`src/design/asf_pkg.sv`:
```
`timescale 1ns / 1ps
`default_nettype none

package asf_pkg;

   // Field widths
   localparam int SAMPLE_W = 12;
   localparam int REG_W    = 12;
   localparam int BYTE_W   = 8;
   localparam int DIGIT_W  = 4;
   localparam int CSR_IDX_W = 2;

   // Register map
   localparam logic [CSR_IDX_W-1:0] CSR_GAIN   = 2'd0;
   localparam logic [CSR_IDX_W-1:0] CSR_OFFSET = 2'd1;

   // Register reset values
   localparam logic [REG_W-1:0] GAIN_RESET   = 12'd1679;
   localparam logic [REG_W-1:0] OFFSET_RESET = 12'd142;

   // Frame characters
   localparam logic [BYTE_W-1:0] CHAR_STX   = 8'h02;
   localparam logic [BYTE_W-1:0] CHAR_DOT   = 8'h2E;
   localparam logic [BYTE_W-1:0] CHAR_CR    = 8'h0D;
   localparam logic [BYTE_W-1:0] CHAR_ETX   = 8'h03;
   localparam logic [BYTE_W-1:0] CHAR_ZERO  = 8'h30;

   // Depth of the digit queue between the front and the back
   localparam int QUEUE_DEPTH = 4;

   // Four decimal digits of one position, thousands first
   typedef struct packed {
      logic [DIGIT_W-1:0] thou;
      logic [DIGIT_W-1:0] hund;
      logic [DIGIT_W-1:0] tens;
      logic [DIGIT_W-1:0] ones;
   } digits_type;

endpackage

`default_nettype wire

```
`src/design/adc_sample_to_ascii_frame.sv`:
```
`timescale 1ns / 1ps
`default_nettype none

// Converts each 12-bit sample into an 8-byte ASCII frame (STX, d.ddd, CR, ETX)
// of the calibrated position (gain*sample)/4096 + offset, in thousandths.
// A sample is accepted whenever full is low. The serializer sends one byte per
// cycle while pop is held high, so the sustained sample rate is set by the eight
// bytes a frame takes on the result side. Up to QUEUE_DEPTH samples may be in
// flight before full rises. Calibration registers take effect on the next
// sample accepted after the write, though a new offset already applies to a
// sample accepted in the cycle of the write; writes to unknown indexes are ignored.

module adc_sample_to_ascii_frame #(
   parameter int QUEUE_DEPTH = asf_pkg::QUEUE_DEPTH
) (
   input  wire logic                           clock,
   input  wire logic                           reset,
   input  wire logic                           push,
   output logic                                full,
   input  wire logic [asf_pkg::SAMPLE_W-1:0]   req_adc_sample,
   output logic                                empty,
   input  wire logic                           pop,
   output logic [asf_pkg::BYTE_W-1:0]          rsp_frame_byte,
   output logic                                rsp_frame_last,
   input  wire logic                           csr_wen,
   input  wire logic [asf_pkg::CSR_IDX_W-1:0]  csr_index,
   input  wire logic [asf_pkg::REG_W-1:0]      csr_wdata
);

   logic [asf_pkg::REG_W-1:0] gain_ff, offset_ff;
   logic                      take;
   logic                      q_push, q_pop, q_empty;
   asf_pkg::digits_type       q_in_data, q_out_data;
   logic                      out_valid;

   // Calibration registers
   always_ff @(posedge clock) begin
      if (reset) begin
         gain_ff   <= asf_pkg::GAIN_RESET;
         offset_ff <= asf_pkg::OFFSET_RESET;
      end else if (csr_wen) begin
         if (csr_index == asf_pkg::CSR_GAIN) begin
            gain_ff <= csr_wdata;
         end else if (csr_index == asf_pkg::CSR_OFFSET) begin
            offset_ff <= csr_wdata;
         end
      end
   end

   assign take = push && !full;

   asf_front #(.DEPTH(QUEUE_DEPTH)) u_front (
      .clock  (clock),
      .reset  (reset),
      .take   (take),
      .sample (req_adc_sample),
      .gain   (gain_ff),
      .offset (offset_ff),
      .q_pop  (q_pop),
      .full   (full),
      .q_push (q_push),
      .q_data (q_in_data)
   );

   asf_queue #(.DEPTH(QUEUE_DEPTH)) u_queue (
      .clock     (clock),
      .reset     (reset),
      .push      (q_push),
      .push_data (q_in_data),
      .pop       (q_pop),
      .pop_data  (q_out_data),
      .empty     (q_empty)
   );

   asf_back u_back (
      .clock     (clock),
      .reset     (reset),
      .q_empty   (q_empty),
      .q_data    (q_out_data),
      .q_pop     (q_pop),
      .out_pop   (pop),
      .out_valid (out_valid),
      .out_byte  (rsp_frame_byte),
      .out_last  (rsp_frame_last)
   );

   assign empty = !out_valid;

   // Last byte of a frame is always ETX
   assert property (@(posedge clock) disable iff (reset)
      (!empty && rsp_frame_last) |-> (rsp_frame_byte == asf_pkg::CHAR_ETX))
      else $error("frame end byte is not ETX");

   // A frame that follows a transferred last byte opens with STX
   assert property (@(posedge clock) disable iff (reset)
      (pop && !empty && rsp_frame_last) |=> (empty || (rsp_frame_byte == asf_pkg::CHAR_STX)))
      else $error("frame does not start with STX");

   // The back never takes a frame from an empty queue
   assert property (@(posedge clock) disable iff (reset)
      q_pop |-> !q_empty)
      else $error("digit queue popped while empty");

endmodule

`default_nettype wire

```
`src/design/asf_queue.sv`:
```
`timescale 1ns / 1ps
`default_nettype none

module asf_queue #(
   parameter int DEPTH = asf_pkg::QUEUE_DEPTH
) (
   input  wire logic                clock,
   input  wire logic                reset,
   input  wire logic                push,
   input  wire asf_pkg::digits_type push_data,
   input  wire logic                pop,
   output asf_pkg::digits_type      pop_data,
   output logic                     empty
);

   localparam int AW = (DEPTH > 1) ? $clog2(DEPTH) : 1;
   localparam int CW = $clog2(DEPTH + 1);
   localparam logic [AW-1:0] LAST_SLOT = AW'(DEPTH - 1);

   asf_pkg::digits_type mem [DEPTH];

   logic [AW-1:0] wr_ptr_ff, wr_ptr_in;
   logic [AW-1:0] rd_ptr_ff, rd_ptr_in;
   logic [CW-1:0] count_ff, count_in;
   logic          do_push, do_pop;

   // Space is guaranteed by the front's credit count
   assign do_push = push;
   assign do_pop  = pop && (count_ff != '0);

   // Advance pointers and occupancy
   always_comb begin
      wr_ptr_in = wr_ptr_ff;
      rd_ptr_in = rd_ptr_ff;
      count_in  = count_ff;
      if (do_push) begin
         wr_ptr_in = (wr_ptr_ff == LAST_SLOT) ? '0 : wr_ptr_ff + 1'b1;
      end
      if (do_pop) begin
         rd_ptr_in = (rd_ptr_ff == LAST_SLOT) ? '0 : rd_ptr_ff + 1'b1;
      end
      if (do_push && !do_pop) begin
         count_in = count_ff + 1'b1;
      end else if (do_pop && !do_push) begin
         count_in = count_ff - 1'b1;
      end
   end

   always_ff @(posedge clock) begin
      if (reset) begin
         wr_ptr_ff <= '0;
         rd_ptr_ff <= '0;
         count_ff  <= '0;
      end else begin
         wr_ptr_ff <= wr_ptr_in;
         rd_ptr_ff <= rd_ptr_in;
         count_ff  <= count_in;
      end
   end

   // Store entries
   always_ff @(posedge clock) begin
      if (do_push) begin
         mem[wr_ptr_ff] <= push_data;
      end
   end

   assign pop_data = mem[rd_ptr_ff];
   assign empty    = (count_ff == '0);

endmodule

`default_nettype wire

```
`src/design/asf_front.sv`:
```
`timescale 1ns / 1ps
`default_nettype none

module asf_front #(
   parameter int DEPTH = asf_pkg::QUEUE_DEPTH
) (
   input  wire logic                          clock,
   input  wire logic                          reset,
   input  wire logic                          take,
   input  wire logic [asf_pkg::SAMPLE_W-1:0]  sample,
   input  wire logic [asf_pkg::REG_W-1:0]     gain,
   input  wire logic [asf_pkg::REG_W-1:0]     offset,
   input  wire logic                          q_pop,
   output logic                               full,
   output logic                               q_push,
   output asf_pkg::digits_type                q_data
);

   localparam int CW     = $clog2(DEPTH + 1);
   localparam int PROD_W = asf_pkg::SAMPLE_W + asf_pkg::REG_W;
   localparam int POS_W  = asf_pkg::REG_W + 1;
   localparam int DW     = asf_pkg::DIGIT_W;
   localparam int CMP_W  = POS_W + DW;

   // Largest decimal digit whose multiple of the place value does not exceed v
   function automatic logic [DW-1:0] lead_digit(input logic [POS_W-1:0] v,
                                                input logic [POS_W-1:0] unit);
      logic [DW-1:0] d;
      d = '0;
      for (int k = 1; k <= 9; k++) begin
         if (CMP_W'(v) >= CMP_W'(k) * CMP_W'(unit)) begin
            d = DW'(k);
         end
      end
      return d;
   endfunction

   // Pipeline registers
   logic              s1_valid_ff, s2_valid_ff, s3_valid_ff, s4_valid_ff;
   logic [PROD_W-1:0] s1_prod_ff;
   logic [POS_W-1:0]  s2_pos_ff;
   logic [DW-1:0]     s3_thou_ff, s4_thou_ff, s4_hund_ff;
   logic [9:0]        s3_rem_ff;
   logic [6:0]        s4_rem_ff;
   logic [CW-1:0]     credit_ff, credit_in;

   logic [DW-1:0]     thou_in, hund_in, tens_in;
   logic [POS_W-1:0]  rem3_in, rem4_in, rem5_in;

   // Count items accepted and not yet taken by the back
   always_comb begin
      credit_in = credit_ff;
      if (take && !q_pop) begin
         credit_in = credit_ff + 1'b1;
      end else if (q_pop && !take) begin
         credit_in = credit_ff - 1'b1;
      end
   end

   assign full = (credit_ff == CW'(DEPTH));

   always_ff @(posedge clock) begin
      if (reset) begin
         credit_ff   <= '0;
         s1_valid_ff <= 1'b0;
         s2_valid_ff <= 1'b0;
         s3_valid_ff <= 1'b0;
         s4_valid_ff <= 1'b0;
      end else begin
         credit_ff   <= credit_in;
         s1_valid_ff <= take;
         s2_valid_ff <= s1_valid_ff;
         s3_valid_ff <= s2_valid_ff;
         s4_valid_ff <= s3_valid_ff;
      end
   end

   // Split off thousands, hundreds and tens by constant compares
   always_comb begin
      thou_in = lead_digit(s2_pos_ff, POS_W'(1000));
      rem3_in = s2_pos_ff - POS_W'(thou_in) * POS_W'(1000);
      hund_in = lead_digit(POS_W'(s3_rem_ff), POS_W'(100));
      rem4_in = POS_W'(s3_rem_ff) - POS_W'(hund_in) * POS_W'(100);
      tens_in = lead_digit(POS_W'(s4_rem_ff), POS_W'(10));
      rem5_in = POS_W'(s4_rem_ff) - POS_W'(tens_in) * POS_W'(10);
   end

   // Scale, offset, then peel thousands and hundreds one place per stage; tens and ones are combinational at the output
   always_ff @(posedge clock) begin
      s1_prod_ff <= PROD_W'(gain) * PROD_W'(sample);
      s2_pos_ff  <= POS_W'(s1_prod_ff[PROD_W-1:asf_pkg::SAMPLE_W]) + POS_W'(offset);
      s3_thou_ff <= thou_in;
      s3_rem_ff  <= rem3_in[9:0];
      s4_thou_ff <= s3_thou_ff;
      s4_hund_ff <= hund_in;
      s4_rem_ff  <= rem4_in[6:0];
   end

   assign q_push      = s4_valid_ff;
   assign q_data.thou = s4_thou_ff;
   assign q_data.hund = s4_hund_ff;
   assign q_data.tens = tens_in;
   assign q_data.ones = rem5_in[DW-1:0];

endmodule

`default_nettype wire

```
`src/design/asf_back.sv`:
```
`timescale 1ns / 1ps
`default_nettype none

module asf_back (
   input  wire logic                        clock,
   input  wire logic                        reset,
   input  wire logic                        q_empty,
   input  wire asf_pkg::digits_type         q_data,
   output logic                             q_pop,
   input  wire logic                        out_pop,
   output logic                             out_valid,
   output logic [asf_pkg::BYTE_W-1:0]       out_byte,
   output logic                             out_last
);

   localparam logic [2:0] IDX_STX  = 3'd0;
   localparam logic [2:0] IDX_THOU = 3'd1;
   localparam logic [2:0] IDX_DOT  = 3'd2;
   localparam logic [2:0] IDX_HUND = 3'd3;
   localparam logic [2:0] IDX_TENS = 3'd4;
   localparam logic [2:0] IDX_ONES = 3'd5;
   localparam logic [2:0] IDX_CR   = 3'd6;
   localparam logic [2:0] IDX_ETX  = 3'd7;

   asf_pkg::digits_type          digit_hold_ff, digit_hold_in;
   logic [2:0]                   byte_index_ff, byte_index_in;
   logic                         busy_ff, busy_in;
   logic                         valid_ff, valid_in;
   logic [asf_pkg::BYTE_W-1:0]   byte_ff, byte_in, cur_byte;
   logic                         last_ff, last_in;
   logic                         advance;

   // Pick the frame byte at the current index
   always_comb begin
      unique case (byte_index_ff)
         IDX_STX:  cur_byte = asf_pkg::CHAR_STX;
         IDX_THOU: cur_byte = asf_pkg::CHAR_ZERO | 8'(digit_hold_ff.thou);
         IDX_DOT:  cur_byte = asf_pkg::CHAR_DOT;
         IDX_HUND: cur_byte = asf_pkg::CHAR_ZERO | 8'(digit_hold_ff.hund);
         IDX_TENS: cur_byte = asf_pkg::CHAR_ZERO | 8'(digit_hold_ff.tens);
         IDX_ONES: cur_byte = asf_pkg::CHAR_ZERO | 8'(digit_hold_ff.ones);
         IDX_CR:   cur_byte = asf_pkg::CHAR_CR;
         IDX_ETX:  cur_byte = asf_pkg::CHAR_ETX;
         default:  cur_byte = asf_pkg::CHAR_STX;
      endcase
   end

   // Output register moves when empty or when its byte is transferred
   assign advance = !valid_ff || out_pop;
   assign q_pop   = advance && !busy_ff && !q_empty;

   always_comb begin
      digit_hold_in = digit_hold_ff;
      byte_index_in = byte_index_ff;
      busy_in       = busy_ff;
      valid_in      = valid_ff;
      byte_in       = byte_ff;
      last_in       = last_ff;
      if (advance) begin
         if (busy_ff) begin
            valid_in      = 1'b1;
            byte_in       = cur_byte;
            last_in       = (byte_index_ff == IDX_ETX);
            byte_index_in = byte_index_ff + 1'b1;
            busy_in       = (byte_index_ff != IDX_ETX);
         end else if (!q_empty) begin
            // Load next frame and send its start byte at once
            digit_hold_in = q_data;
            valid_in      = 1'b1;
            byte_in       = asf_pkg::CHAR_STX;
            last_in       = 1'b0;
            byte_index_in = IDX_THOU;
            busy_in       = 1'b1;
         end else begin
            valid_in = 1'b0;
         end
      end
   end

   always_ff @(posedge clock) begin
      if (reset) begin
         digit_hold_ff <= '0;
         byte_index_ff <= IDX_STX;
         busy_ff       <= 1'b0;
         valid_ff      <= 1'b0;
      end else begin
         digit_hold_ff <= digit_hold_in;
         byte_index_ff <= byte_index_in;
         busy_ff       <= busy_in;
         valid_ff      <= valid_in;
      end
   end

   always_ff @(posedge clock) begin
      byte_ff <= byte_in;
      last_ff <= last_in;
   end

   assign out_valid = valid_ff;
   assign out_byte  = byte_ff;
   assign out_last  = last_ff;

endmodule

`default_nettype wire

```
`config.mk`:
```
export PLATFORM = sky130hd
export DESIGN_NAME = adc_sample_to_ascii_frame
export DESIGN_NICKNAME = d
export VERILOG_FILES = /design/src/design/asf_pkg.sv /design/src/design/adc_sample_to_ascii_frame.sv /design/src/design/asf_queue.sv /design/src/design/asf_front.sv /design/src/design/asf_back.sv
export SDC_FILE = /design/constraint.sdc
export NUM_CORES = 1
export LEC_CHECK = 0
export ABC_CLOCK_PERIOD_IN_PS = 6800
export BUFFER_PORTS_ARGS = -buffer_cell sky130_fd_sc_hd__buf_4
export CAP_MARGIN = 10
export CORE_MARGIN = 4
export CORE_UTILIZATION = 59
export DETAILED_ROUTE_END_ITERATION = 10
export PLACE_DENSITY_LB_ADDON = 0.05
export SYNTH_ARGS = -nofsm -noshare
export SYNTH_HDL_FRONTEND = slang
export SYNTH_HIERARCHICAL = 1
export SYNTH_SLANG_ARGS = --single-unit
```
`constraint.sdc`:
```
create_clock -name clock -period 6.8 [get_ports clock]
set_input_delay 0 -clock clock [delete_from_list [all_inputs] [get_ports clock]]
set_output_delay 0 -clock clock [all_outputs]
set_load 0.05 [all_outputs]
```
* Word-level counts from Yosys, hierarchy flattened
Memory sizes are Yosys's and may differ from the RTL's. A register that Yosys moved wholly into a read port is not among the register bits. Index checks and enable logic that the tools add are counted.
Storage, ports and cells: register bits 118, latch bits 0, bits in writable memories 64, bits in read-only memories 0, input bits 31, memories 1
Operators by class: $add $sub $neg 11, $mul 4, div/mod/pow operators 0, magnitude comparators 26, equality and inequality tests 13, shifts and indexed selects 0, muxes and demuxes 44, bitwise logic cells 3, reductions and logical operators 27
Memory list:
- u_queue.mem | words 4, bits a word 16, read ports 1, clocked after memory_dff 1, wr ports 1, line asf_queue.sv:20 | asf_pkg::digits_type mem [DEPTH];
Operators by type and width (count):
- $pmux W8 S8 | 1
- $mux W3 | 18
- $ge A13 B13 Y1 const B | 4
- $ge A10 B10 Y1 const B | 4
- $ge A10 B9 Y1 const B | 3
- $ge A13 B12 Y1 const B | 2
- $mul A12 B12 Y24 | 1
- $ge A7 B6 Y1 const B | 3
- $ge A7 B7 Y1 const B | 3
- $mux W4 | 5
- $mux W2 | 8
- $mux W8 | 2
- $eq A3 B3 Y1 const B | 5
- $ge A7 B5 Y1 const B | 2
- $add A12 B12 Y13 | 1
- $ge A13 B10 Y1 const B | 1
- $ge A13 B11 Y1 const B | 1
- $ge A10 B7 Y1 const B | 1
- $ge A10 B8 Y1 const B | 1
- $mux W1 | 10
- $sub A10 B10 Y10 | 1
- $add A3 B1 Y3 const B | 3
- $logic_and A1 B1 Y1 | 8
- $logic_not A1 Y1 | 8
- 22 further kinds | 32

* Logic depth before layout (Yosys ltp)
Gate-level depths: netlist (run 1).
word-level depth 12, mapped depth 20, mapped depth without buffers 19

* Hierarchy
The synthesis (run 1) kept the hierarchy.
Modules (own cells, without submodules):
- asf_front | instances 1, cells each 852, area an instance 7516.0 um^2, seq. area each 1221.2 um^2
- asf_queue | instances 1, cells each 127, area an instance 2795.2 um^2, seq. area each 2102.0 um^2
- asf_back | instances 1, cells each 145, area an instance 1321.3 um^2, seq. area each 630.6 um^2
- adc_sample_to_ascii_frame | instances 1, cells each 99, area an instance 1004.7 um^2, seq. area each 480.5 um^2

* Least setup slack after synthesis (run 1)
OpenSTA, ideal clock, no wires.
kind register to register, start point register gain_ff[0] (netlist name), end point register u_front.s1_prod_ff[23], setup time 0.064 ns, data arrival time 5.120 ns, data required time 6.736 ns, setup slack 1.617 ns, stages on the path, launching flop included 19, clock period less this slack 5.183 ns, cell sequence dfxtp_1 clkbuf_1 nand2_1 fa_1 fa_1 inv_1 fa_1 fa_1 inv_1 fa_1 inv_1 ha_1 a21oi_1 nand2_1 a221oi_2 o21a_2 o22ai_2 or4_1 nand4_1
On the way: longest elaborated chain between the ends 1
Ends and longest elaborated chain:
- start: declaration | line adc_sample_to_ascii_frame.sv:30 | logic [asf_pkg::REG_W-1:0] gain_ff, offset_ff;
- start signal: assignment | line adc_sample_to_ascii_frame.sv:39 | gain_ff <= asf_pkg::GAIN_RESET;
- start signal: assignment | line adc_sample_to_ascii_frame.sv:43 | gain_ff <= csr_wdata;
- $mul A12 B12 Y24 | line asf_front.sv:90 | s1_prod_ff <= PROD_W'(gain) * PROD_W'(sample);
- end signal: assignment | line asf_front.sv:90
- end: declaration | line asf_front.sv:40 | logic [PROD_W-1:0] s1_prod_ff;
No other way between the ends. A chain may end at the register's enable or synchronous reset.

* Final worst setup path (run 1)
start point register gain_ff[2] (netlist name), end point register u_front.s1_prod_ff[23]
The elaborated chain is that of the path after synthesis.

==> results of run 1 <==
[flip-flops by register name, indices dropped and copies added, names as in the netlist, 6 cells and up, named ones only]
signal                count
u_queue/mem              64
u_back/digit_hold_ff     16
u_front/s2_pos_ff        13
gain_ff                  12
offset_ff                12
u_front/s1_prod_ff       12
u_front/s3_rem_ff        10
u_front/s4_rem_ff         7
u_back/out_byte           6
[metrics by stage]
stage          area, um^2  util (%)  hold WS [ns]
2_1_floorplan       12600         -        0.0691
3_3_place_gp        13000      61.9         0.286
3_5_place_dp        13000      61.9         0.293
4_1_cts             13800      65.5         0.102
5_1_grt             13800      65.5         0.136
6_report            13800      65.5         0.116
[area by class of cell]
class | count | area [um^2]
fill | 1675 | 7240
multi-input combinational | 803 | 7230
sequential | 186 | 4430
inverter | 180 | 676
timing repair buffer | 58 | 475
clock buffer | 17 | 425
tap | 275 | 344
clock inverter | 15 | 190
[worst reg2reg max path, stage by stage, from the launching register on]
cell,delay [ns]
dfxtp_1,0.60
nand2_1,0.14
fa_1,0.47
fa_1,0.54
inv_1,0.07
fa_1,0.50
fa_1,0.55
inv_1,0.05
fa_1,0.52
inv_1,0.04
ha_1,0.33
a21oi_1,0.16
nand2_1,0.09
a221oi_2,0.50
o21a_2,0.28
o22ai_2,0.12
or4_1,0.49
nand4_1,0.10
[layer usage]
layer | vias to the layer above | wire, um | GRT usage [%] | share of wire, %
met5 | - | 0 | 0 | 0
met4 | 0 | 227 | 4.12 | 0.94
met3 | 21 | 695 | 2.85 | 2.9
met2 | 127 | 11700 | 35.1 | 48
met1 | 4035 | 11600 | 30.1 | 48
li1 | 4069 | - | - | -
[Yosys cell counts, drive strengths merged (3+ instances only)]
master and n:
o211ai 3, ha 102, nand2b 31, nor2b 17, or3 5, nor3 4
and2 61, edfxtp 71, nand3 29, xnor2 27, a21oi 58, nor2 57
mux4 16, fa 108, a41oi 3, mux2i 30, o311a 3, nand2 111
a21boi 3, inv 180, xor2 15, nor3b 3, clkbuf 35, and3 3
a31oi 6, a21o 13, dfxtp 115, nand4 5, o31ai 6, a311oi 3
a221oi 4, o21ai 41, o21a 4, or2 3, buf 20
[worst min path at each step]
| stage | slack [ns] | cells after the start | end |
|---|---|---|---|
| 2_1_floorplan | 0.07 | 1 | u_front/credit_ff[2]$_SDFFE_PP0P_ |
| 5_1_grt | 0.14 | 2 | u_front/credit_ff[0]$_SDFFE_PP0P_ |
| 6_report | 0.12 | 2 | u_queue/wr_ptr_ff[0]$_SDFFE_PP0P_ |
| 3_5_place_dp | 0.29 | 3 | gain_ff[9]$_SDFFE_PP1P_ |
| 4_1_cts | 0.10 | 2 | u_queue/wr_ptr_ff[0]$_SDFFE_PP0P_ |
| 3_3_place_gp | 0.29 | 3 | gain_ff[10]$_SDFFE_PP1P_ |
[logic make-up after synthesis]
kind of cell	count (synthesis)
flip-flops	186
AND/OR/NAND/NOR	337
XOR/XNOR	42
multiplexers	48
adder cells (fa/ha/maj)	210
other	2
buffers and inverters	235
AO/OA/AOI/OAI	163
[report_power, final]
group	switching, mW	internal (mW)
Clock	0.471	0.532
Sequential	0.200	1.51
Combinational	1.57	1.30
Total	2.24	3.34
[what timing repair did]
item	CTS	global route
hold endpoints to repair	25	0
hold buffers	16	0
setup buffers	0	0
[layout by cell type (no fill, tap or decap), types with 6 or more instances in the layout]
master and instances:
inv_1 180, dfxtp_1 115, nand2_1 111, fa_1 108
ha_1 102, edfxtp_1 71, and2_1 61, a21oi_1 58
nor2_1 56, buf_4 42, nand2b_1 31, o21ai_0 31
mux2i_1 30, nand3_1 29, xnor2_1 27, nor2b_1 17
clkbuf_16 17, dlygate4sd3_1 16, xor2_1 15, a21o_1 13
mux4_2 10, o21ai_1 9, inv_6 6, a31oi_1 6
mux4_1 6
==> flow_metrics.py, run 1 <==
metrics = {
    "route": {
        "detail_route.iter0.violations": 420,
        "ant_nets": 0,
        "detail_route.first_pass.iterations": 5,
        "routed_via_density": 5.38,
        "routed_wirelength_um": 24100,
        "route.vias.total": 8252,
        "drc": 0,
        "route.detailed.wl_per_inst_um": 15.7,
    },
    "status": {
        "outcome": "completed",
    },
    "logic_synthesis": {
        "synthArstFlopShare_pct": 0,
        "synthSimpleGateAreaFrac_pct": 13.2,
        "synth_top_cell_area_share_pct": 18.2,
        "synth_warn": 6,
        "syn_area_per_cell_um2": 10.3,
        "synthesis.instances": 1223,
        "post_synthesis_compound_gate_area_fraction_pct": 8.20,
        "ys_dominant_reg_cell": "dfxtp_1",
        "synth.area.top_cells": "dfxtp_1, fa_1, edfxtp_1",
        "post-synth-top-area-cell": "dfxtp_1",
        "synth_enable_flop_cells": 71,
        "muxShareOfSynthArea_pct": 5.58,
        "synth.cell_area_mm2": 0.0126,
        "ys_ff_latch": 186,
        "synth_top_family_by_area": "adder cells",
        "count_of_cell_types_in_the_netlist": 70,
        "yosys.area_share.xor_xnor_pct": 2.91,
        "synthAdderAreaFrac_pct": 27.2,
        "ys_seq_area_share_pct": 35.1,
    },
    "clock_network": {
        "clk_transition_reported_paths_ns": 0.08,
        "max-clock-path-buffers": 2,
        "cts_root_buffer": "clkbuf_16",
        "clk_latency_ns": 0.44,
        "numClockSinks": 186,
        "tritoncts_clock_tree": "built",
        "cts-buffers-inserted": 17,
        "clock_tree.htree_level_count": 4,
        "cts_resized": 0,
    },
    "final_layout": {
        "fin_nets": 1487,
        "layout.cells.non_filler": 1534,
        "layout-drive-gt1-share_pct": 7.70,
        "antenna_cells_inserted": 0,
        "synthToLayoutAreaGrowth_pct": 9.03,
    },
    "floorplanning": {
        "design.core.area_mm2": 0.0210,
        "std_cell_rows": 53,
        "dieArea_mm2": 0.0238,
        "dieHeight_um": 154,
        "initial_core_util_pct": 60.1,
        "io_pins": 42,
        "dieWidth_um": 154,
    },
    "critical_path": {
        "cell_repeated_most_along_the_worst_path": "fa_1",
        "worstPathCellList": "nand2_1 -> fa_1 -> fa_1 -> inv_1 -> fa_1 -> fa_1 -> inv_1 -> fa_1 -> inv_1 -> ha_1 -> a21oi_1 -> nand2_1 -> a221oi_2 -> o21a_2 -> o22ai_2 -> or4_1 -> nand4_1",
        "r2r.worst_path.cells": 17,
        "timing.critical_path.depth": 17,
        "timing.critical_path.from": "gain_ff[2]$_SDFFE_PP1P_",
        "crit_end": "u_front/s1_prod_ff[23]$_DFF_P_",
        "cp_slowest_cell": "dfxtp_1",
        "critPathLaunchType": "flop",
        "cp.required_ns": 7.18,
        "cp_max_fo": 13,
        "worst-r2r-setup-slack_ns": 1.21,
        "worstSetupPathType": "reg2reg",
        "endpoint_kind": "flop",
        "crit_arrival_ns": 5.98,
        "timing.rr.end": "u_front/s1_prod_ff[23]$_DFF_P_",
        "path_delay_family": "adder cells",
        "cp_num_buf_inv": 3,
        "crit_path_max_incr_delay_ns": 0.60,
        "timing.rr.start": "gain_ff[2]$_SDFFE_PP1P_",
    },
    "global_routing": {
        "number_of_global_route_vias_before_repair": 8399,
        "gr-total-overflow": 0,
        "antenna_violations_before_repair": 0,
        "wire_length_of_the_first_global_routing_pass_um": 41200,
        "grt_max_degree": 75,
        "total_track_usage_pct": 21.1,
    },
    "power": {
        "leakage_power_nw": 6.13,
        "vdd_ir_drop_max_mv": 0.329,
        "power-per-cell-area_mw_per_mm2": 405,
        "post-layout-total-power_mw": 5.58,
    },
    "place": {
        "dp.cells": 1486,
        "portBuffers": 39,
        "dp_hpwl_um": 17900,
        "place_worst_setup_slack_ns": 1.24,
        "weighted_congestion_reported_at_the_end_of_routability_driven_placement": 0.832,
    },
    "sta": {
        "slew-limit-headroom_pct": 33.4,
        "setup_repair_after_global_routing_missed_its_margin": "no",
        "fin_crit_sh_pct": 82.3,
        "skew_ns": 0.0130,
        "setup_tns_ns": 0,
        "timing_max_transition_violations_final": 0,
        "post-route-worst-setup-slack_ns": 1.21,
        "setup_viol_count_final": 0,
        "max_slew.worst_pin.slew_ns": 0.998,
        "maxClockFrequency_mhz": 179,
        "hold_violations": 0,
        "period_minus_slack_ns": 5.59,
    },
    "min_path": {
        "worst_hold_path_type": "in2reg",
        "worstHoldStart": "reset",
    },
    "flow_run": {
        "max_cap_viol_count": 0,
    },
}
(Power assumes the default switching activity.)
==> run 2, diff against run 1 <==
--- a/config.mk
+++ b/config.mk
@@ -5,11 +5,11 @@
 export SDC_FILE = /design/constraint.sdc
 export NUM_CORES = 1
 export LEC_CHECK = 0
-export ABC_CLOCK_PERIOD_IN_PS = 6800
+export ABC_CLOCK_PERIOD_IN_PS = 4950
 export BUFFER_PORTS_ARGS = -buffer_cell sky130_fd_sc_hd__buf_4
 export CAP_MARGIN = 10
 export CORE_MARGIN = 4
-export CORE_UTILIZATION = 59
+export CORE_UTILIZATION = 57
 export DETAILED_ROUTE_END_ITERATION = 10
 export PLACE_DENSITY_LB_ADDON = 0.05
 export SYNTH_ARGS = -nofsm -noshare
==> constraint.sdc (replaced) <==
create_clock -name clock -period 4.95 [get_ports clock]
set_input_delay 0 -clock clock [delete_from_list [all_inputs] [get_ports clock]]
set_output_delay 0 -clock clock [all_outputs]
set_load 0.05 [all_outputs]
==> run 2 against run 1 <==
Net effect:
- fmax rose by 13%
- global-route usage is 0.76 points higher
- flip-flop and latch count stayed put
- final area up 5.3%
- largest power group unchanged
- critical path depth did not move
- clock power increased by 41%
- register-to-register slack got worse by 1.2 ns
- sequential power increased by 37%
- clock-buffer cell count did not move
- sequential share of layout area is 1.5 points lower
- non-clock buffer count increased by 50
- combinational power increased by 68%
==> flow_metrics.py, run 2 (same netlist as run 1, synthesis figures left out) <==
metrics = {
    "sta": {
        "max_slew.worst_pin.slew_ns": 1.09,
        "slew-limit-headroom_pct": 27.4,
        "setup_repair_after_global_routing_missed_its_margin": "yes",
        "maxClockFrequency_mhz": 203,
        "skew_ns": 0.0165,
        "worst_hold_slack_after_final_layout_ns": 0.103,
        "timing_max_transition_violations_final": 0,
        "fin_crit_sh_pct": 99.7,
        "hold_violations": 0,
        "setup_viol_count_final": 0,
        "period_minus_slack_ns": 4.94,
        "post-route-worst-setup-slack_ns": 0.0130,
        "setup_tns_ns": 0,
    },
    "final_layout": {
        "fin_nets": 1537,
        "layout-drive-gt1-share_pct": 15.6,
        "final_common_cell": "inv_1",
        "layout.cells.most_common_list": "inv_1, dfxtp_1, nand2_1, fa_1, ha_1",
        "synthToLayoutAreaGrowth_pct": 14.8,
        "flip_flop_count_of_the_largest_register_after_layout": 64,
        "largestRegisters": "u_queue/mem x64, u_back/digit_hold_ff x16, u_front/s2_pos_ff x13",
        "register_name_with_the_most_flops": "u_queue/mem",
    },
    "clock_network": {
        "max-clock-path-buffers": 2,
        "tritoncts_clock_tree": "built",
        "clk_latency_ns": 0.45,
        "numClockSinks": 186,
        "clk_transition_reported_paths_ns": 0.09,
        "clock_tree.htree_level_count": 4,
        "cts_root_buffer": "clkbuf_16",
        "cts-buffers-inserted": 17,
    },
    "floorplanning": {
        "io_pins": 42,
        "dieWidth_um": 157,
        "std_cell_rows": 54,
        "initial_core_util_pct": 57.9,
        "dieHeight_um": 157,
        "design.core.area_mm2": 0.0218,
        "dieArea_mm2": 0.0246,
    },
    "power": {
        "power-per-cell-area_mw_per_mm2": 591,
        "vdd_ir_drop_max_mv": 0.364,
        "leakage_power_nw": 6.42,
    },
    "global_routing": {
        "gr-total-overflow": 0,
        "number_of_global_route_vias_before_repair": 8726,
        "grt_max_degree": 75,
        "antenna_violations_before_repair": 1,
        "total_track_usage_pct": 21.9,
        "wire_length_of_the_first_global_routing_pass_um": 42700,
    },
    "place": {
        "portBuffers": 39,
        "dp_hpwl_um": 18700,
        "weighted_congestion_reported_at_the_end_of_routability_driven_placement": 0.866,
        "place_worst_setup_slack_ns": -0.263,
    },
    "route": {
        "ant_nets": 0,
        "route.vias.total": 8534,
        "route.detailed.wl_per_inst_um": 16.2,
        "routed_via_density": 5.37,
        "detail_route.first_pass.iterations": 5,
        "drc": 0,
        "routed_wirelength_um": 25800,
        "detail_route.iter0.violations": 318,
    },
    "critical_path": {
        "worstPathCellList": "buf_6 -> and2_4 -> fa_1 -> ha_2 -> fa_1 -> inv_1 -> fa_1 -> inv_1 -> fa_2 -> ha_4 -> a2111oi_4 -> o41ai_4 -> a221oi_4 -> o21a_4 -> o22ai_4 -> or4_1 -> nand4_1",
        "cell_repeated_most_along_the_worst_path": "fa_1",
        "critPathLaunchType": "flop",
        "cp.required_ns": 5.34,
        "cp_slowest_cell": "fa_2",
        "endpoint_kind": "flop",
        "crit_path_max_incr_delay_ns": 0.56,
        "worstSetupPathType": "reg2reg",
        "cp_max_fo": 6,
        "crit_arrival_ns": 5.33,
    },
    "status": {
        "outcome": "completed",
    },
    "flow_run": {
        "max_cap_viol_count": 0,
    },
    "min_path": {
        "worst_hold_path_type": "in2reg",
    },
}
-- run 2: changes by cell type in the layout (fill, tap and decap cells not counted), moves of 6 or more --
cell / previous run / this run
nand2_2: 0 / 6
ha_4: 0 / 6
inv_1: 180 / 173
and2_4: 0 / 6
ha_1: 102 / 94
dfxtp_1: 115 / 106
inv_2: 0 / 7
buf_4: 42 / 87
nand2_1: 111 / 105
and2_1: 61 / 55
-- run 2: report_power, final --
group | internal [mW] | total (mW) | switching (mW)
Clock | 0.704 | 1.41 | 0.710
Combinational | 2.32 | 4.83 | 2.50
Sequential | 2.07 | 2.34 | 0.271
Total | 5.09 | 8.58 | 3.49
-- run 2: critical path: cells and delay by family (launching register included) --
kind	cells	cell delay, ns
flops	1	0.38
compound gates	5	1.22
buf+inv	3	0.22
fa+ha+maj	6	2.41
simple gates	3	0.66
-- run 2: layer usage --
metal / routed length, um / vias to the layer above / GRT usage [%]
met5: 0 / - / 0
met4: 425 / 0 / 5.79
met3: 732 / 31 / 3.16
met2: 13500 / 138 / 39.0
met1: 11200 / 4198 / 28.1
li1: - / 4167 / -
-- run 2: through the flow --
stage	power, mW	std cells	utilization [%]	cell area (um^2)
6_report	8.58	1590	66.5	14500
5_1_grt	9.33	1590	66.5	14500
4_1_cts	8.37	1586	65.9	14400
3_5_place_dp	6.66	1530	61.1	13300
3_3_place_gp	6.57	1530	61.1	13300
2_1_floorplan	5.55	1224	-	12700
-- run 2: timing repair --
item / 4_1_cts / 5_1_grt
endpoints found under the setup margin: 8 / 8
gates resized for setup: 39 / 34
endpoints found under the hold margin: 25 / 0
buffers inserted: 9 / 4
pin swaps: 20 / 18
hold buffers: 16 / 0
-- run 2: path summary, 6_finish.rpt --
check	slack, ns	end	from	cells past startpoint
setup reg to reg	0.01	u_front/s1_prod_ff[23]$_DFF_P_	gain_ff[3]$_SDFFE_PP1P_	17
setup / recovery	0.01	u_front/s1_prod_ff[23]$_DFF_P_	gain_ff[3]$_SDFFE_PP1P_	17
hold / removal	0.10	u_front/credit_ff[1]$_SDFFE_PP0P_	reset	2
hold reg to reg	0.33	u_front/s3_rem_ff[2]$_DFF_P_	u_front/s2_pos_ff[2]$_DFF_P_	0
-- run 2: cell type report --
class	count	area (um^2)
antenna	1	2.50
clock buffer	17	425
clock inverter	15	210
fill	1750	7320
inverter	180	676
multi-input combinational	803	7500
sequential	186	4460
tap	280	350
timing repair buffer	108	887
==> run 3, diff against run 2 <==
--- a/config.mk
+++ b/config.mk
@@ -11,6 +11,7 @@
 export CORE_MARGIN = 4
 export CORE_UTILIZATION = 57
 export DETAILED_ROUTE_END_ITERATION = 10
+export GPL_TIMING_DRIVEN = 0
 export PLACE_DENSITY_LB_ADDON = 0.05
 export SYNTH_ARGS = -nofsm -noshare
 export SYNTH_HDL_FRONTEND = slang
==> constraint.sdc (replaced) <==
create_clock -name clock -period 4.95 [get_ports clock]
set_input_delay 0 -clock clock [delete_from_list [all_inputs] [get_ports clock]]
set_output_delay 0 -clock clock [all_outputs]
set_load 0.1 [all_outputs]
==> run 3 against run 2 <==
Net effect:
- the run now ends with setup timing left
- clock-buffer cell count stayed put
- non-clock buffer count increased by 25
- first-iteration DRC count rose by 25%
- global-route usage is 0.61 points higher
- register-to-register slack lost 0.11 ns
- clock skew shrank 0.0043 ns
- routed wire length fell by 1.2%
- fmax decreased by 2.2%
- clock power down 9%
- power is 2.3% lower
- critical endpoint unchanged
- largest cell class unchanged
- largest power group unchanged
==> flow_metrics.py, run 3 (same netlist as run 1, synthesis figures left out) <==
metrics = {
    "power": {
        "power-per-cell-area_mw_per_mm2": 571,
        "vdd_ir_drop_max_mv": 0.389,
        "post-layout-total-power_mw": 8.38,
        "leakage_power_nw": 6.49,
    },
    "clock_network": {
        "cts_root_buffer": "clkbuf_16",
        "numClockSinks": 186,
        "clk_latency_ns": 0.43,
        "max-clock-path-buffers": 2,
        "cts-buffers-inserted": 17,
        "tritoncts_clock_tree": "built",
        "clock_tree.htree_level_count": 4,
        "clk_transition_reported_paths_ns": 0.07,
    },
    "route": {
        "route.detailed.wl_per_inst_um": 15.8,
        "met2_length_um": 13100,
        "routed_wirelength_um": 25500,
        "routed_via_density": 5.33,
        "ant_nets": 0,
        "post_route_met1_wirelength_um": 11100,
        "detail_route.iter0.violations": 398,
        "top_layer_used_by_detailed_routing": "met4",
        "route.vias.total": 8603,
        "drc": 0,
        "wl_met3_um": 766,
        "detail_route.first_pass.iterations": 5,
    },
    "global_routing": {
        "gr-total-overflow": 0,
        "number_of_global_route_vias_before_repair": 8968,
        "total_track_usage_pct": 22.5,
        "wire_length_of_the_first_global_routing_pass_um": 43900,
        "grt_max_degree": 21,
        "antenna_violations_before_repair": 0,
    },
    "floorplanning": {
        "dieWidth_um": 157,
        "design.core.area_mm2": 0.0218,
        "std_cell_rows": 54,
        "dieHeight_um": 157,
        "dieArea_mm2": 0.0246,
        "initial_core_util_pct": 57.9,
        "io_pins": 42,
    },
    "final_layout": {
        "largestRegisters": "u_queue/mem x64, u_back/digit_hold_ff x16, u_front/s2_pos_ff x13",
        "register_name_with_the_most_flops": "u_queue/mem",
        "antenna_cells_inserted": 0,
        "layout.cells.most_common_list": "inv_1, nand2_1, fa_1, dfxtp_1, ha_1",
        "layout.cells.non_filler": 1614,
        "num-fill-cells": 1753,
        "sequential_cell_area_mm2": 0.00447,
        "flip_flop_count_of_the_largest_register_after_layout": 64,
        "design_area_mm2": 0.0147,
        "final_common_cell": "inv_1",
        "fin_nets": 1562,
        "synthToLayoutAreaGrowth_pct": 16.3,
        "layout-drive-gt1-share_pct": 15.2,
        "multiInputGateArea_mm2": 0.00749,
    },
    "place": {
        "standard_cell_area_after_detailed_placement_mm2": 0.0133,
        "dp_hpwl_um": 19300,
        "place_worst_setup_slack_ns": -0.711,
        "portBuffers": 39,
        "weighted_congestion_reported_at_the_end_of_routability_driven_placement": 0.830,
        "dp.cells": 1543,
    },
    "critical_path": {
        "cp.required_ns": 5.31,
        "endpoint_kind": "flop",
        "worst-r2r-setup-slack_ns": -0.1,
        "crit_arrival_ns": 5.40,
        "worstSetupPathType": "reg2reg",
        "cp_max_fo": 6,
        "critPathLaunchType": "flop",
    },
    "sta": {
        "slew-limit-headroom_pct": 40.2,
        "setup_repair_after_global_routing_missed_its_margin": "yes",
        "setup_viol_count_final": 3,
        "max_slew.worst_pin.slew_ns": 0.898,
        "timing_max_transition_violations_final": 0,
        "hold_violations": 0,
        "maxClockFrequency_mhz": 198,
        "period_minus_slack_ns": 5.05,
        "skew_ns": 0.0122,
        "post-route-worst-setup-slack_ns": -0.0968,
        "fin_crit_sh_pct": 102,
    },
    "status": {
        "outcome": "complete, but fails checks",
        "failing_checks": "setup timing",
    },
    "flow_run": {
        "max_cap_viol_count": 0,
    },
    "min_path": {
        "worst_hold_path_type": "in2reg",
    },
}
[run 3: report_power, final]
part | internal, mW | total, mW | switching, mW
clock | 0.672 | 1.29 | 0.621
sequential | 2.06 | 2.28 | 0.220
combinational | 2.24 | 4.81 | 2.57
total | 4.98 | 8.38 | 3.41
[run 3: repair_timing]
action,4_1_cts,5_1_grt
setup endpoints to repair,10,8
gates resized for setup,78,22
hold buffers,18,0
pin swaps,34,32
buffers inserted,14,9
cloned,0,0
hold endpoints to repair,40,0
[run 3: final cells by class]
type,count,share of cell area (%)
plain buffers,53,3.27
clock buffers,17,2.90
clock inverters,15,0.979
inverters,180,4.60
multi-input cells,803,51.0
flip-flops and latches,186,30.4
well taps,280,2.38
repair buffers,80,4.44
[run 3: per-stage QoR]
stage          hold slack, ns  TNS, ns  util, %
2_1_floorplan          0.0691        0        -
3_3_place_gp            0.275    -4.74     61.1
3_5_place_dp            0.286    -4.89     61.1
4_1_cts                0.0216   -0.245     66.8
5_1_grt                0.0701    -1.55     67.3
6_report               0.0446   -0.159     67.3
[run 3: path summary, 6_finish.rpt]
kind                                      from                                    to  depth (start not counted)
setup / recovery       gain_ff[7]$_SDFFE_PP1P_        u_front/s1_prod_ff[23]$_DFF_P_                         20
hold / removal                             pop  u_back/byte_index_ff[0]$_SDFFE_PP0P_                          4
setup reg to reg       gain_ff[7]$_SDFFE_PP1P_        u_front/s1_prod_ff[23]$_DFF_P_                         20
hold reg to reg   u_front/s2_pos_ff[2]$_DFF_P_          u_front/s3_rem_ff[2]$_DFF_P_                          0
[run 3: routing by layer]
layer	track usage, %	vias up
li1	-	4215
met1	29.0	4200
met2	39.2	152
met3	2.94	36
met4	7.69	0
met5	0	-
[run 3: critical path, stage by stage, from the launching register on]
cell and delay [ns]:
dfxtp_4 0.38, clkbuf_16 0.15, buf_6 0.11, nand2_4 0.04
fa_1 0.48, fa_1 0.50, inv_2 0.04, fa_1 0.49
fa_1 0.54, inv_1 0.05, fa_1 0.50, inv_2 0.05
ha_4 0.24, nand4_1 0.12, a21oi_2 0.06, a221oi_2 0.24
buf_4 0.17, o21a_4 0.15, o22ai_4 0.08, or4_1 0.48
nand4_1 0.11
